$ cat config.mk
export PLATFORM = sky130hd
export DESIGN_NAME = gsip_mul
export DESIGN_NICKNAME = d
export VERILOG_FILES = /design/src/rtl/gsip_pkg.sv /design/src/rtl/gsip_mul.sv
export SDC_FILE = /design/constraint.sdc
export NUM_CORES = 2
export LEC_CHECK = 0
export BUFFER_PORTS_ARGS = -buffer_cell sky130_fd_sc_hd__buf_2
export CAP_MARGIN = 20
export CORE_ASPECT_RATIO = 1.25
export CORE_MARGIN = 2
export CORE_UTILIZATION = 45
export CTS_CLUSTER_DIAMETER = 120
export DETAILED_ROUTE_END_ITERATION = 8
export GPL_ROUTABILITY_DRIVEN = 0
export REMOVE_ABC_BUFFERS = 1
export SYNTH_ARGS = -nofsm -noshare
export SYNTH_HDL_FRONTEND = slang
export SYNTH_SLANG_ARGS = --single-unit
$ cat constraint.sdc
create_clock -name clk -period 32.6 [get_ports clk]
set_clock_uncertainty 0.2 [all_clocks]
set_input_delay 9.78 -clock clk [delete_from_list [all_inputs] [get_ports clk]]
set_output_delay 9.78 -clock clk [all_outputs]
set_load 0.03 [all_outputs]
$ cat src/rtl/gsip_pkg.sv
`timescale 1ns / 1ps

package gsip_pkg;

  localparam int TEMP_W  = 20;
  localparam int ERR_W   = 21;
  localparam int PWR_W   = 28;
  localparam int LIM_W   = 24;
  localparam int ALPHA_W = 9;
  localparam int CNT_W   = 8;
  localparam int ITER_W  = 24;
  localparam int ZONE_W  = 2;
  localparam int ROT_W   = 2;
  localparam int DTERM_W = 32;
  localparam int ACC_W   = 40;
  localparam int MUL_W   = 33;
  localparam int PROD_W  = 2 * MUL_W;
  localparam int CFG_AW  = 3;
  localparam int CFG_DW  = 28;

  localparam logic [CFG_AW-1:0] CFG_TARGET_TEMP  = 3'd0;
  localparam logic [CFG_AW-1:0] CFG_START_POWER  = 3'd1;
  localparam logic [CFG_AW-1:0] CFG_STEP_LIMIT   = 3'd2;
  localparam logic [CFG_AW-1:0] CFG_MIN_POWER    = 3'd3;
  localparam logic [CFG_AW-1:0] CFG_D_ALPHA      = 3'd4;
  localparam logic [CFG_AW-1:0] CFG_ROT_ENABLE   = 3'd5;
  localparam logic [CFG_AW-1:0] CFG_ROT_SUSPEND  = 3'd6;
  localparam logic [CFG_AW-1:0] CFG_ROT_NEED     = 3'd7;

  localparam logic [TEMP_W-1:0]  TARGET_RST      = 20'd431360;
  localparam logic [PWR_W-1:0]   START_POWER_RST = 28'd4000000;
  localparam logic [LIM_W-1:0]   STEP_LIMIT_RST  = 24'd80000;
  localparam logic [PWR_W-1:0]   MIN_POWER_RST   = 28'd800000;
  localparam logic [ALPHA_W-1:0] ALPHA_RST       = 9'd77;
  localparam logic [TEMP_W-1:0]  ROT_ENABLE_RST  = 20'd2560;
  localparam logic [TEMP_W-1:0]  ROT_SUSPEND_RST = 20'd12800;
  localparam logic [CNT_W-1:0]   ROT_NEED_RST    = 8'd50;
  localparam logic [TEMP_W-1:0]  HELD_AE_RST     = 20'd255744;

  localparam logic [PWR_W-1:0]   P_MAX    = 28'hFFFFFFF;
  localparam logic [ALPHA_W-1:0] ALPHA_ONE = 9'd256;

  localparam logic [TEMP_W-1:0] T_Z1   = 20'd25600;
  localparam logic [TEMP_W-1:0] T_Z2   = 20'd5120;
  localparam logic [TEMP_W-1:0] T_Z3   = 20'd1280;
  localparam logic [TEMP_W-1:0] T_HYST = 20'd256;
  localparam logic [TEMP_W-1:0] T_Z1H  = T_Z1 + T_HYST;
  localparam logic [TEMP_W-1:0] T_Z2H  = T_Z2 + T_HYST;
  localparam logic [TEMP_W-1:0] T_Z3H  = T_Z3 + T_HYST;

  // ceil(2^32 / 5): exact quotient for dividends below 2^30
  localparam logic [MUL_W-1:0] RECIP5 = 33'h033333334;

  localparam logic [ZONE_W-1:0] ZONE_COARSE     = 2'd0;
  localparam logic [ZONE_W-1:0] ZONE_TRANSITION = 2'd1;
  localparam logic [ZONE_W-1:0] ZONE_FINE       = 2'd2;
  localparam logic [ZONE_W-1:0] ZONE_PRECISION  = 2'd3;

  localparam logic [ROT_W-1:0] ROT_OFF     = 2'd0;
  localparam logic [ROT_W-1:0] ROT_ON      = 2'd1;
  localparam logic [ROT_W-1:0] ROT_SUSPEND = 2'd2;

  function automatic logic [8:0] kp_of(input logic [ZONE_W-1:0] z);
    logic [8:0] k;
    unique case (z)
      ZONE_COARSE:     k = 9'd400;
      ZONE_TRANSITION: k = 9'd500;
      ZONE_FINE:       k = 9'd400;
      ZONE_PRECISION:  k = 9'd150;
    endcase
    return k;
  endfunction

  function automatic logic [4:0] ki_of(input logic [ZONE_W-1:0] z);
    logic [4:0] k;
    unique case (z)
      ZONE_COARSE:     k = 5'd15;
      ZONE_TRANSITION: k = 5'd20;
      ZONE_FINE:       k = 5'd12;
      ZONE_PRECISION:  k = 5'd5;
    endcase
    return k;
  endfunction

  function automatic logic [6:0] kd_of(input logic [ZONE_W-1:0] z);
    logic [6:0] k;
    unique case (z)
      ZONE_COARSE:     k = 7'd30;
      ZONE_TRANSITION: k = 7'd60;
      ZONE_FINE:       k = 7'd80;
      ZONE_PRECISION:  k = 7'd40;
    endcase
    return k;
  endfunction

  // 16 is 1 mod 5, so the nibble sum keeps the residue
  function automatic logic mod5_zero(input logic [ITER_W-1:0] v);
    logic [6:0] s;
    logic [4:0] f;
    s = '0;
    for (int i = 0; i < ITER_W / 4; i++) begin
      s = s + 7'(v[4*i +: 4]);
    end
    f = 5'(s[6:4]) + 5'(s[3:0]);
    return (f == 5'd0) || (f == 5'd5) || (f == 5'd10) || (f == 5'd15) || (f == 5'd20);
  endfunction

  function automatic logic [ZONE_W-1:0] pick_zone(input logic [TEMP_W-1:0] ae,
                                                 input logic valid,
                                                 input logic [ZONE_W-1:0] prev);
    logic [ZONE_W-1:0] z;
    if (!valid) begin
      if (ae > T_Z1)      z = ZONE_COARSE;
      else if (ae > T_Z2) z = ZONE_TRANSITION;
      else if (ae > T_Z3) z = ZONE_FINE;
      else                z = ZONE_PRECISION;
    end else begin
      unique case (prev)
        ZONE_COARSE: begin
          z = (ae <= T_Z1) ? ZONE_TRANSITION : ZONE_COARSE;
        end
        ZONE_TRANSITION: begin
          if (ae > T_Z1H)      z = ZONE_COARSE;
          else if (ae <= T_Z2) z = ZONE_FINE;
          else                 z = ZONE_TRANSITION;
        end
        ZONE_FINE: begin
          if (ae > T_Z2H)      z = ZONE_TRANSITION;
          else if (ae <= T_Z3) z = ZONE_PRECISION;
          else                 z = ZONE_FINE;
        end
        ZONE_PRECISION: begin
          z = (ae > T_Z3H) ? ZONE_FINE : ZONE_PRECISION;
        end
      endcase
    end
    return z;
  endfunction

endpackage

$ cat src/rtl/gsip_mul.sv
`timescale 1ns / 1ps

module gsip_mul
  import gsip_pkg::*;
(
  input  logic                     clk,
  input  logic signed [MUL_W-1:0]  op_a,
  input  logic signed [MUL_W-1:0]  op_b,
  output logic signed [PROD_W-1:0] prod_r
);

  logic signed [PROD_W-1:0] prod_nxt;

  assign prod_nxt = op_a * op_b;

  always_ff @(posedge clk) begin
    prod_r <= prod_nxt;
  end

endmodule

# After elaboration in Yosys (flattened, before gate mapping)
# Index checks and enable logic that the tools add are counted.
# word_totals
n_memories,0
word_cells,2
in_bits,67
regBits,66
ram_bits,0
out_inout_bits,66
rom_bits,0
latch_bits,0
# classes
reduce_logical,0
bitwise_logic,0
n_mux,0
magnitude_cmp,0
n_shift,0
addsub,0
eq_ne,0
mul,1
div,0
# ops
cell,count
multiplier 33 x 33 -> 66 bit,1

# Logic depth before layout (Yosys ltp)
# logic_depth
ltp_word,1
depth_mapped,29
mapped_depth_nobuf,27

# Worst setup path before layout
# No wires, ideal clock.
# synth_timing
path_kind,input -> register
start,input port op_a[32]
end,register prod_r[65]
cell_stages,22
n_path_buf,2
setup_slack_ns,15.399
arrival_time_ns,16.929
required_time_ns,32.328
path_cell_list,clkbuf_1 -> nand2_1 -> inv_1 -> fa_1 -> fa_1 -> fa_1 -> fa_1 -> fa_1 -> fa_1 -> fa_1 -> inv_1 -> fa_1 -> inv_1 -> ha_1 -> clkbuf_1 -> a21o_1 -> a21o_1 -> a221o_1 -> a31oi_2 -> o211ai_1 -> o41ai_2 -> xnor2_1
# synth_between
elab_chain_len,1
# synth_rtl
item,line,source
"start, declared",gsip_mul.sv:7,"input logic signed [MUL_W-1:0] op_a,"
multiplier 33 x 33 -> 66 bit,gsip_mul.sv:14,assign prod_nxt = op_a * op_b;
net prod_nxt[65],gsip_mul.sv:12,logic signed [PROD_W-1:0] prod_nxt;
"end signal, assigned",gsip_mul.sv:17,prod_r <= prod_nxt;
"end, declared",gsip_mul.sv:9,output logic signed [PROD_W-1:0] prod_r
# The timed path passes the listed nets, and every way through them passes these cells.

# Final worst setup path
# layout_timing
start,input port op_b[0]
end,register prod_r[64]
# layout_between
elab_chain_len,1
# layout_rtl
item,line,source
"start, declared",gsip_mul.sv:8,"input logic signed [MUL_W-1:0] op_b,"
multiplier 33 x 33 -> 66 bit,gsip_mul.sv:14,
net prod_nxt[64],gsip_mul.sv:12,
# The timed path passes the listed nets, and every way through them passes these cells.

==> results.cfg <==
[run_status]
outcome = finished clean

[finish]
synthToLayoutAreaGrowth_pct = 4.315
reg.largest.list = prod_r (66)
largest_register_ffs = 66
regArea_mm2 = 0.001321
drive_gt1_share_pct = 4.383
final_nets = 5668
top_register = prod_r
multi_input_area_mm2 = 0.03396
fillers = 8504

[clock_network]
cts_post_setup_buffers_inserted = 0
cts_repair_resize_count = 0
root_buffer = clkbuf_16
cts_made_buffers = 9
cts_sinks = 66
cts_buffer_depth = 2
cts_tree = yes
clkTransAtPathRegs_ns = 0.06
ctsHtreeMaxLevel = 3
cts_hold_buf = 0

[worst_setup_path]
cp_num_buf_inv = 4
start_kind = primary input
cpPeakStageDelay_ns = 1.23
worst_path_most_repeated_cell = fa_1
crit_slowest_cell = fa_1
end_kind = flip-flop
crit_arrival_ns = 17.99
worst-path-max-fanout = 33
crit_chain = buf_2 > nand2_1 > inv_1 > fa_1 > fa_1 > fa_1 > fa_1 > fa_1 > fa_1 > fa_1 > inv_1 > fa_1 > inv_1 > ha_1 > a21o_1 > a211o_1 > or2_2 > a2111oi_2 > nor2_1 > a21oi_1 > xnor2_1
crit_required_ns = 32.68
critPathTopFamily = adder cells
path_class = in2reg

[synth]
netlist_area_mm2 = 0.04037
synth.most_common_cell = fa_1
synth_async_sr_flop_share_pct = 0
synth.top_cell.area_share_pct = 56.79
yosysSeqAreaShare_pct = 3.273
syn_inst = 4302
synth_edf_count = 0
synth.avg_cell_area_um2 = 9.383
ys_seq_elements = 66
yosys_warnings = 0
synthTopCellsByCount = fa_1, inv_1, and2_1
synthFlopType = dfxtp_1
synth_area_leaders = fa_1, inv_1, and2_1
ys_types = 61
yosysTopAreaCell = fa_1

[die]
fp-row-count = 122
die_h_um = 338.9
ios = 133
core_area_mm2 = 0.08869
initial_core_util_pct = 45.52
chipWidth_um = 271.9
die_area_mm2 = 0.09213

[route]
drt-pass1-iter-count = 5
wl_met3_um = 2924
drtAntennaViolNets = 0
wl_met1_um = 36030
via_per_inst = 5.176
wl_met2_um = 63420
wl_per_cell_um = 19.89
drtIter0Drc = 1378
highest_layer = met5
drc = 0
vias = 28070
wl_um = 107900

[placed_design]
portBuffers = 132
dpl.hpwl_um = 89950

[grt]
grt_util_all_layers_pct = 24.44
overflow = 0
grt_pass1_vias = 31070
grt_pass1_wl_um = 173100
grt_max_degree = 34
antenna_found_initial = 2

[timing]
hold_violations = 0
period_minus_slack_ns = 17.91
drv_slew = 0
min_period_over_period_pct = 54.94
max_slew.worst_pin.slew_ns = 0.9701
holdWs_ns = 9.903
tns_ns = 0
setup_viol = 0
maxSlewHeadroom_pct = 35.25
fmax_mhz = 55.84
rsz0062_at_grt = false

[run]
cap_violations = 0

[hold_path]
hold_class = in2reg
placed cells by master (no fill, tap or decap), types with 5 or more instances in the layout:
| master | count |
|---|---|
| o21bai_1 | 8 |
| fa_1 | 1145 |
| dfxtp_1 | 66 |
| nor4_1 | 5 |
| nand2_1 | 543 |
| and4_1 | 7 |
| inv_1 | 1133 |
| o211ai_1 | 7 |
| a211oi_1 | 5 |
| nand4_1 | 9 |
| o21a_1 | 7 |
| nand3_1 | 18 |
| ha_1 | 217 |
| xnor2_1 | 55 |
| o21ai_0 | 37 |
| and3_1 | 7 |
| o21ai_1 | 5 |
| nor3_1 | 7 |
| a21oi_1 | 73 |
| a21o_1 | 28 |
| buf_4 | 14 |
| nand2b_1 | 9 |
| clkbuf_16 | 9 |
| xor2_1 | 20 |
| nor2_1 | 47 |
| buf_2 | 132 |
| a31oi_1 | 9 |
| and2_1 | 562 |
per-layer routing:
metal	GRT usage, %	vias to the layer above
met5	0	-
li1	-	12060
met1	26.15	15130
met2	48.87	659
met3	1.516	226
met4	10.05	2
metrics by stage:
| stage | utilization, % | setup slack [ns] | cells | instance area, um^2 |
|---|---|---|---|---|
| after floorplan | - | 15.67 | 4081 | 39530 |
| after global placement | 47.10 | 14.51 | 5405 | 41770 |
| after detailed placement | 47.10 | 14.38 | 5405 | 41770 |
| after CTS | 47.45 | 14.73 | 5421 | 42080 |
| after global routing | 47.48 | 14.29 | 5422 | 42110 |
| final | 47.48 | 14.69 | 5423 | 42110 |
area by class of cell:
type	count	area share, %
Inverter	1133	10.10
Sequential cell	66	3.138
Antenna cell	1	0.005943
Timing Repair Buffer	147	1.884
Clock buffer	10	0.5675
Tap cell	1178	3.500
Multi-Input combinational cell	2882	80.64
Clock inverter	6	0.1664
kinds of logic (layout without fill, tap and decap cells):
| group | count (synthesis) | after routing | synth area share [%] |
|---|---|---|---|
| buffers and inverters | 1354 | 1296 | 12.61 |
| AO/OA/AOI/OAI | 217 | 217 | 3.599 |
| XOR/XNOR | 75 | 75 | 1.627 |
| flip-flops | 66 | 66 | 3.273 |
| other | 0 | 1 | 0 |
| AND/OR/NAND/NOR | 1228 | 1228 | 15.38 |
| adder cells (fa/ha/maj) | 1362 | 1362 | 63.51 |
path summary, 6_finish.rpt:
check / from / to / slack [ns] / cells after the start
min: op_b[0] / prod_r[0] / 9.90 / 2
max: op_b[0] / prod_r[64] / 14.69 / 21
Power is not shown: default switching activity piles up to over one toggle a cycle in this logic, so the estimate is an artifact.
